[src/design/gbc_pkg.sv]
// Shared types, constants and round functions for the GOST ECB block cipher.
package gbc_pkg;

  localparam int unsigned Rounds    = 32;
  localparam int unsigned FwdRounds = 24;
  localparam int unsigned Rot       = 11;
  localparam int unsigned KeyWords  = 8;

  typedef logic [31:0] word_t;
  typedef logic [KeyWords-1:0][31:0] key_array_t;
  typedef logic [$clog2(KeyWords)-1:0] key_idx_t;

  typedef struct packed {
    logic valid;
    logic dec;
  } cell_ctl_t;

  typedef logic [3:0] nib_t;
  typedef nib_t [15:0] sbox_row_t;

  localparam sbox_row_t SBOX [KeyWords] = '{
    '{4'h3, 4'h8, 4'hB, 4'h1, 4'hD, 4'hE, 4'h9, 4'h7,
      4'h0, 4'h5, 4'h4, 4'h6, 4'hA, 4'h2, 4'hC, 4'hF},
    '{4'h1, 4'h9, 4'hA, 4'h5, 4'h0, 4'h8, 4'hD, 4'h7,
      4'h2, 4'hE, 4'hF, 4'hC, 4'h4, 4'h3, 4'h6, 4'hB},
    '{4'h2, 4'h7, 4'h3, 4'h9, 4'h8, 4'h4, 4'hD, 4'hA,
      4'h5, 4'h6, 4'hE, 4'hF, 4'h0, 4'hB, 4'hC, 4'h1},
    '{4'h8, 4'hF, 4'h3, 4'h9, 4'h4, 4'hB, 4'h2, 4'h6,
      4'hD, 4'h0, 4'h7, 4'hA, 4'hC, 4'hE, 4'h5, 4'h1},
    '{4'h1, 4'hF, 4'hE, 4'h4, 4'h5, 4'h6, 4'h3, 4'h7,
      4'hB, 4'hA, 4'h2, 4'hD, 4'h9, 4'h8, 4'hC, 4'h0},
    '{4'h6, 4'hD, 4'h9, 4'hC, 4'h7, 4'h4, 4'hA, 4'h1,
      4'hB, 4'hE, 4'h5, 4'h2, 4'h3, 4'hF, 4'h0, 4'h8},
    '{4'h7, 4'h5, 4'hA, 4'hB, 4'h4, 4'hC, 4'h8, 4'hD,
      4'h2, 4'h9, 4'hE, 4'h1, 4'hF, 4'h6, 4'h0, 4'h3},
    '{4'hE, 4'h2, 4'hD, 4'h7, 4'h9, 4'h5, 4'h3, 4'hC,
      4'h4, 4'h0, 4'hB, 4'hF, 4'h8, 4'h6, 4'hA, 4'h1}
  };

  // S-box row k replaces nibble k, least significant first.
  function automatic word_t sbox_sub(input word_t x);
    word_t s;
    s = '0;
    for (int k = 0; k < KeyWords; k++) begin
      s[4*k +: 4] = SBOX[k][x[4*k +: 4]];
    end
    return s;
  endfunction

  function automatic word_t round_f(input word_t half, input word_t key);
    word_t sum;
    word_t s;
    sum = half + key;
    s   = sbox_sub(sum);
    return {s[31-Rot:0], s[31:32-Rot]};
  endfunction

  function automatic key_idx_t key_index(input logic dec, input int unsigned rnd);
    int unsigned fwd;
    key_idx_t    low;
    fwd = dec ? (Rounds - FwdRounds) : FwdRounds;
    low = key_idx_t'(rnd % KeyWords);
    if (rnd < fwd) begin
      return low;
    end
    return key_idx_t'(KeyWords - 1) - low;
  endfunction

endpackage

[src/design/gbc_round_cell.sv]
// One Feistel round of the cipher with its pipeline register.
module gbc_round_cell #(
  parameter int unsigned ROUND = 0
) (
  input  logic              clk,
  input  logic              rst,
  input  gbc_pkg::key_array_t key_words,
  input  gbc_pkg::cell_ctl_t  ctl_in,
  input  gbc_pkg::word_t      n1_in,
  input  gbc_pkg::word_t      n2_in,
  output gbc_pkg::cell_ctl_t  ctl_out,
  output gbc_pkg::word_t      n1_out,
  output gbc_pkg::word_t      n2_out
);
  import gbc_pkg::*;

  key_idx_t ksel;
  word_t    f;

  assign ksel = key_index(ctl_in.dec, ROUND);
  assign f    = round_f(n1_in, key_words[ksel]);

  always_ff @(posedge clk) begin
    if (rst) begin
      ctl_out.valid <= 1'b0;
    end else begin
      ctl_out.valid <= ctl_in.valid;
    end
    ctl_out.dec <= ctl_in.dec;
    n1_out      <= f ^ n2_in;
    n2_out      <= n1_in;
  end

endmodule

[config.mk]
export PLATFORM = sky130hd
export DESIGN_NAME = gbc_round_cell
export DESIGN_NICKNAME = d
export VERILOG_FILES = /design/src/design/gbc_pkg.sv /design/src/design/gbc_round_cell.sv
export SDC_FILE = /design/constraint.sdc
export NUM_CORES = 1
export LEC_CHECK = 0
export BUFFER_PORTS_ARGS = -buffer_cell sky130_fd_sc_hd__buf_2
export CORE_AREA = 5 5 148 150
export DETAILED_ROUTE_END_ITERATION = 12
export DIE_AREA = 0 0 153 155
export SLEW_MARGIN = 30
export SYNTH_ARGS = -nofsm -noshare
export SYNTH_HDL_FRONTEND = slang
export SYNTH_SLANG_ARGS = --single-unit
[constraint.sdc]
create_clock -name clk -period 3.58 [get_ports clk]
set_input_delay 0.716 -clock clk [delete_from_list [all_inputs] [get_ports clk]]
set_output_delay 0.716 -clock clk [all_outputs]
set_load 0.03 [all_outputs]
Word-level counts from Yosys, hierarchy flattened
Memories as Yosys holds them, arrays and structs flattened. Cells that the tools add are included.

Input bits: 324. Latch bits: 0. Register bits: 66. Bits in writable memories: 0. Bits in read-only memories: 512. Memories: 8.

Memory list: (no name shown) (words 16, bits a word 4, read ports 1, clocked after Yosys merged registers in 0, wr ports 0, RTL line gbc_pkg.sv:45) `s[4*k +: 4] = SBOX[k][x[4*k +: 4]];`; (no name shown) (words 16, bits a word 4, read ports 1, clocked after Yosys merged registers in 0, wr ports 0, RTL line gbc_pkg.sv:45); (no name shown) (words 16, bits a word 4, read ports 1, clocked after Yosys merged registers in 0, wr ports 0, RTL line gbc_pkg.sv:45); (no name shown) (words 16, bits a word 4, read ports 1, clocked after Yosys merged registers in 0, wr ports 0, RTL line gbc_pkg.sv:45); (no name shown) (words 16, bits a word 4, read ports 1, clocked after Yosys merged registers in 0, wr ports 0, RTL line gbc_pkg.sv:45); (no name shown) (words 16, bits a word 4, read ports 1, clocked after Yosys merged registers in 0, wr ports 0, RTL line gbc_pkg.sv:45); +2 memories.

Equal/unequal tests: 0. Bitwise operators: 1. Magnitude comparators: 10. $mul: 0. Shift-type cells: 0. $add $sub $neg: 1. Div/mod/pow operators: 0. Muxes and demuxes: 14. Reduce and logical (&&, ||, !) cells: 0.

Operators with widths (number): binary-select mux 32 bit (select 3 bit) (1); < comparator 4 x 5 -> 1 bit, second input constant (8); adder 32 bit (1); 2-to-1 mux 32 bit (1); 2-to-1 mux 4 bit (8); XOR 32 bit (1); 2-to-1 mux 3 bit (2); < comparator 1 x 5 -> 1 bit, first input constant (1); 2-to-1 mux 5 bit (1); < comparator 3 x 4 -> 1 bit, second input constant (1); 2-to-1 mux 1 bit (1).

Depth between registers and ports, before layout
Word-level depth: 10. Gate-level depth with buffers: 15.

Worst setup path before layout
No wires, ideal clock.

Path type: input -> register. From: input key_words[0] in the netlist's numbering. To: register n1_out[9]. Arrival: 3.511 ns. Required time: 3.508 ns. Setup slack: -0.004 ns. Stages on the path: 14. Setup time: 0.072 ns. Cell sequence: ha_1 -> inv_1 -> fa_1 -> nand2b_1 -> a21oi_4 -> o211ai_2 -> and3_4 -> or4_1 -> nand3_1 -> inv_1 -> ha_1 -> mux2_1 -> mux2i_1 -> xnor2_1.

Cells in the longest elaborated chain, start to end: 6.

RTL lines: start: declaration (RTL line gbc_round_cell.sv:7) `input gbc_pkg::key_array_t key_words,`; binary-select mux 32 bit (select 3 bit) (RTL line gbc_round_cell.sv:21) `assign f = round_f(n1_in, key_words[ksel]);`; 2-to-1 mux 32 bit (implied by the code) (RTL line gbc_round_cell.sv:21); adder 32 bit (RTL line gbc_pkg.sv:53) `sum = half + key;`; memory read (16 x 4 bit); 2-to-1 mux 4 bit (implied by the code) (RTL line gbc_pkg.sv:45); XOR 32 bit (RTL line gbc_round_cell.sv:30) `n1_out <= f ^ n2_in;`; end signal: assignment (RTL line gbc_round_cell.sv:30); end: declaration (RTL line gbc_round_cell.sv:12) `output gbc_pkg::word_t n1_out,`.

No other way between the ends. The select of a mux whose other input is x is not followed. A chain may end at the register's enable or synchronous reset.

Worst setup path after layout
Same ends and word-level chain as after synthesis.

==> results_dict.tcl <==
set metrics [dict create \
    synth_top_family_by_area "compound AO/OA/AOI/OAI gates" \
    hold_violations 0 \
    cts_tree "yes" \
    yosysUniqueCellTypes 79 \
    worstPathMaxFanout 4 \
    die_y_um 155 \
    chipWidth_um 153 \
    fin_util_pct 34.85 \
    clock_sinks 66 \
    preCtsSetupSlack_ns -0.2530 \
    syn_area_per_cell_sq_um 9.534 \
    placed_area_sq_um 6848 \
    critPathRequiredTime_ns 3.85 \
    rsz0062_at_grt "false" \
    cts_made_buffers 9 \
    pwr-share-seq_pct 25.1 \
    layout-drive-gt1-share_pct 39.67 \
    synth_largest_area_cell "dfxtp_1" \
    io_buffers 165 \
    p_leak_nw 3.408 \
    cellInternalPower_w 0.002311 \
    gp_congestion 0.8210 \
    path_cells "buf_2, ha_1, inv_1, fa_2, nand2b_4, a21oi_4, o211ai_2, and3_4, or4_1, nand3_2, inv_1, ha_1, mux2_1, mux2i_1, xnor2_1" \
    viasPerCell 4.418 \
    dieArea_sq_um 23720 \
    outcome "complete, no violations" \
    num_vias 4736 \
    postCtsSetupBuffers 0 \
    fill_cells 2172 \
    synthCells 542 \
    grtUsageTotal_pct 12.98 \
    yosysTopAreaCellShare_pct 25.57 \
    grt_pass1_wl_um 24250 \
    areaGrowthSynthToFinish_pct 38.64 \
    start_util_pct 25.14 \
    period_minus_slack_ns 3.290 \
    fin_crit_sh_pct 91.90 \
    drtAntennaViolNets 0 \
    overflow 0 \
    maxSlewViolCount 0 \
    clock_path_buffers 2 \
    swShare_pct 40.56 \
    power_density_nw_per_um2 542.6 \
    ys_ff_latch 66 \
    synth_edf_count 0 \
    synthesis.area_sq_um 5167 \
    synth_mux_area_share_pct 11.04 \
    htree_levels 3 \
    yosysWarnings 0 \
    drtIter0Drc 176 \
    coreArea_sq_um 20560 \
    cp.arrival_ns 3.56 \
    vdd_drop_max_uv 279.9 \
    grt_pass1_vias 4584 \
    cts_hold_buf 0 \
    path_clk_slew_ns 0.06 \
    rows 53 \
    setup_slack_ns 0.2899 \
    synth_compound_area_share_pct 18.23 \
    power_frac_clock_pct 22.5 \
    drt-pass1-iter-count 4 \
    synthTopCellsByArea "dfxtp_1, ha_1, xnor2_1, mux2i_1, mux4_2" \
    synth-async-reset-ratio_pct 0 \
    startpoint_type "input pin" \
    cts-root-buf "clkbuf_16" \
    syn_nets 936 \
    holdWs_ns 0.4667 \
    slew_headroom_pct 52.28 \
    maxCapViolCount 0 \
    final_nets 1183 \
    critPathMaxStageDelay_ns 0.53 \
    yosysSeqAreaShare_pct 25.57 \
    power_switching_w 0.001577 \
    synthAdderAreaFrac_pct 17.09 \
    crit_type "input pin to register" \
    wire_per_inst_um 14.73 \
    cp_slowest_cell "or4_1" \
    yosys_most_used_dff "dfxtp_1" \
    drt-total-wl_um 15790 \
    design_power_total_w 0.003888 \
    synth_xor_area_share_pct 10.61 \
    grt_start_max_net_pins 12 \
    p_comb_share_pct 52.4 \
    setup_viol_count_final 0 \
    hold_class "input pin to register" \
    antenna_found_initial 6 \
    drc 0 \
    end_kind "register" \
    tightest_slew_ns 0.7106 \
    num_io_pins 390 \
    max_clock_freq_ghz 0.3039 \
    dpl.hpwl_um 13700 \
    synthSimpleGateAreaFrac_pct 13.15 \
    design_area_sq_um 7164 \
]
-- power by group through the flow --
stage	Combinational [W]	Clock, W	Sequential, W
floorplan	0.000994	0	0.00141
global placement	0.00203	0	0.000991
detailed placement	0.00206	0	0.000990
CTS	0.00206	0.000905	0.000977
global route	0.00224	0.000934	0.000999
finish	0.00204	0.000874	0.000975
-- cells in the mapped netlist (6+ instances only) --
| cell | n |
|---|---|
| o21ai_0 | 27 |
| dfxtp_1 | 66 |
| a31oi_1 | 6 |
| nand2_1 | 31 |
| a21oi_1 | 32 |
| xor2_1 | 20 |
| ha_1 | 69 |
| inv_1 | 34 |
| mux2i_1 | 30 |
| nor3_1 | 11 |
| nand2b_1 | 6 |
| mux4_2 | 9 |
| o211ai_1 | 9 |
| nand3_1 | 12 |
| nor2_1 | 28 |
| xnor2_1 | 37 |
-- cell type report --
cell class	count	area, sq um	share of cell area (%)
clock inverter	4	25.02	0.3493
sequential	66	1321	18.44
antenna	3	7.507	0.1048
inverter	34	127.6	1.781
multi-input combinational	433	3646	50.89
timing repair buffer	245	1426	19.91
tap	275	344.1	4.803
clock buffer	12	266.5	3.720
-- registers in the layout, indices dropped and copies added, names as in the netlist --
| name | flops |
|---|---|
| ctl_out | 2 |
| n1_out | 32 |
| n2_out | 32 |
-- per-stage QoR --
step | TNS [ns] | cells
finish | 0 | 1072
global placement | -2.286 | 1053
global route | 0 | 1070
detailed placement | -2.272 | 1053
floorplan | 0 | 542
CTS | 0 | 1069
-- worst max-delay path, delay by kind of cell --
family | cells | cell delay, ns
buffers and inverters | 3 | 0.25
XOR/XNOR | 1 | 0.13
AND/OR/NAND/NOR | 4 | 1.00
multiplexers | 2 | 0.45
AO/OA/AOI/OAI | 2 | 0.28
adder cells (fa/ha/maj) | 3 | 0.74
-- layout by cell type, fill, tap and decap left out, drive strengths merged, types with 12 or more instances in the layout --
cell type  instances
a21oi             36
o21ai             33
xor2              23
dfxtp             66
xnor2             37
clkbuf            12
nand2             33
buf              245
nor2              28
inv               34
ha                69
nor3              13
nand3             13
mux2i             30
-- per-layer routing --
layer | vias to the layer above | global-route usage, % | wire [um]
met5 | - | 0 | 68
met4 | 10 | 4.073 | 305
met3 | 22 | 6.704 | 1655
met2 | 142 | 17.72 | 6054
met1 | 2110 | 17.64 | 7709
li1 | 2452 | - | -
-- path summary, 6_finish.rpt --
path / from / to / slack [ns] / cells after the start
max: key_words[0] / n1_out[9]$_DFF_P_ / 0.29 / 15
min: ctl_in[0] / ctl_out[0]$_DFF_P_ / 0.47 / 1
-- cells by family after synthesis --
group	after synthesis
adder cells (fa/ha/maj)	70
XOR/XNOR	60
flip-flops	66
AO/OA/AOI/OAI	132
multiplexers	45
buffers and inverters	43
AND/OR/NAND/NOR	126
-- repair_timing --
item / 4_1_cts / 5_1_grt
resized for setup: 0 / 3
hold endpoints to repair: 0 / 0
setup endpoints to repair: 0 / 9
(Power assumes the default switching activity.)
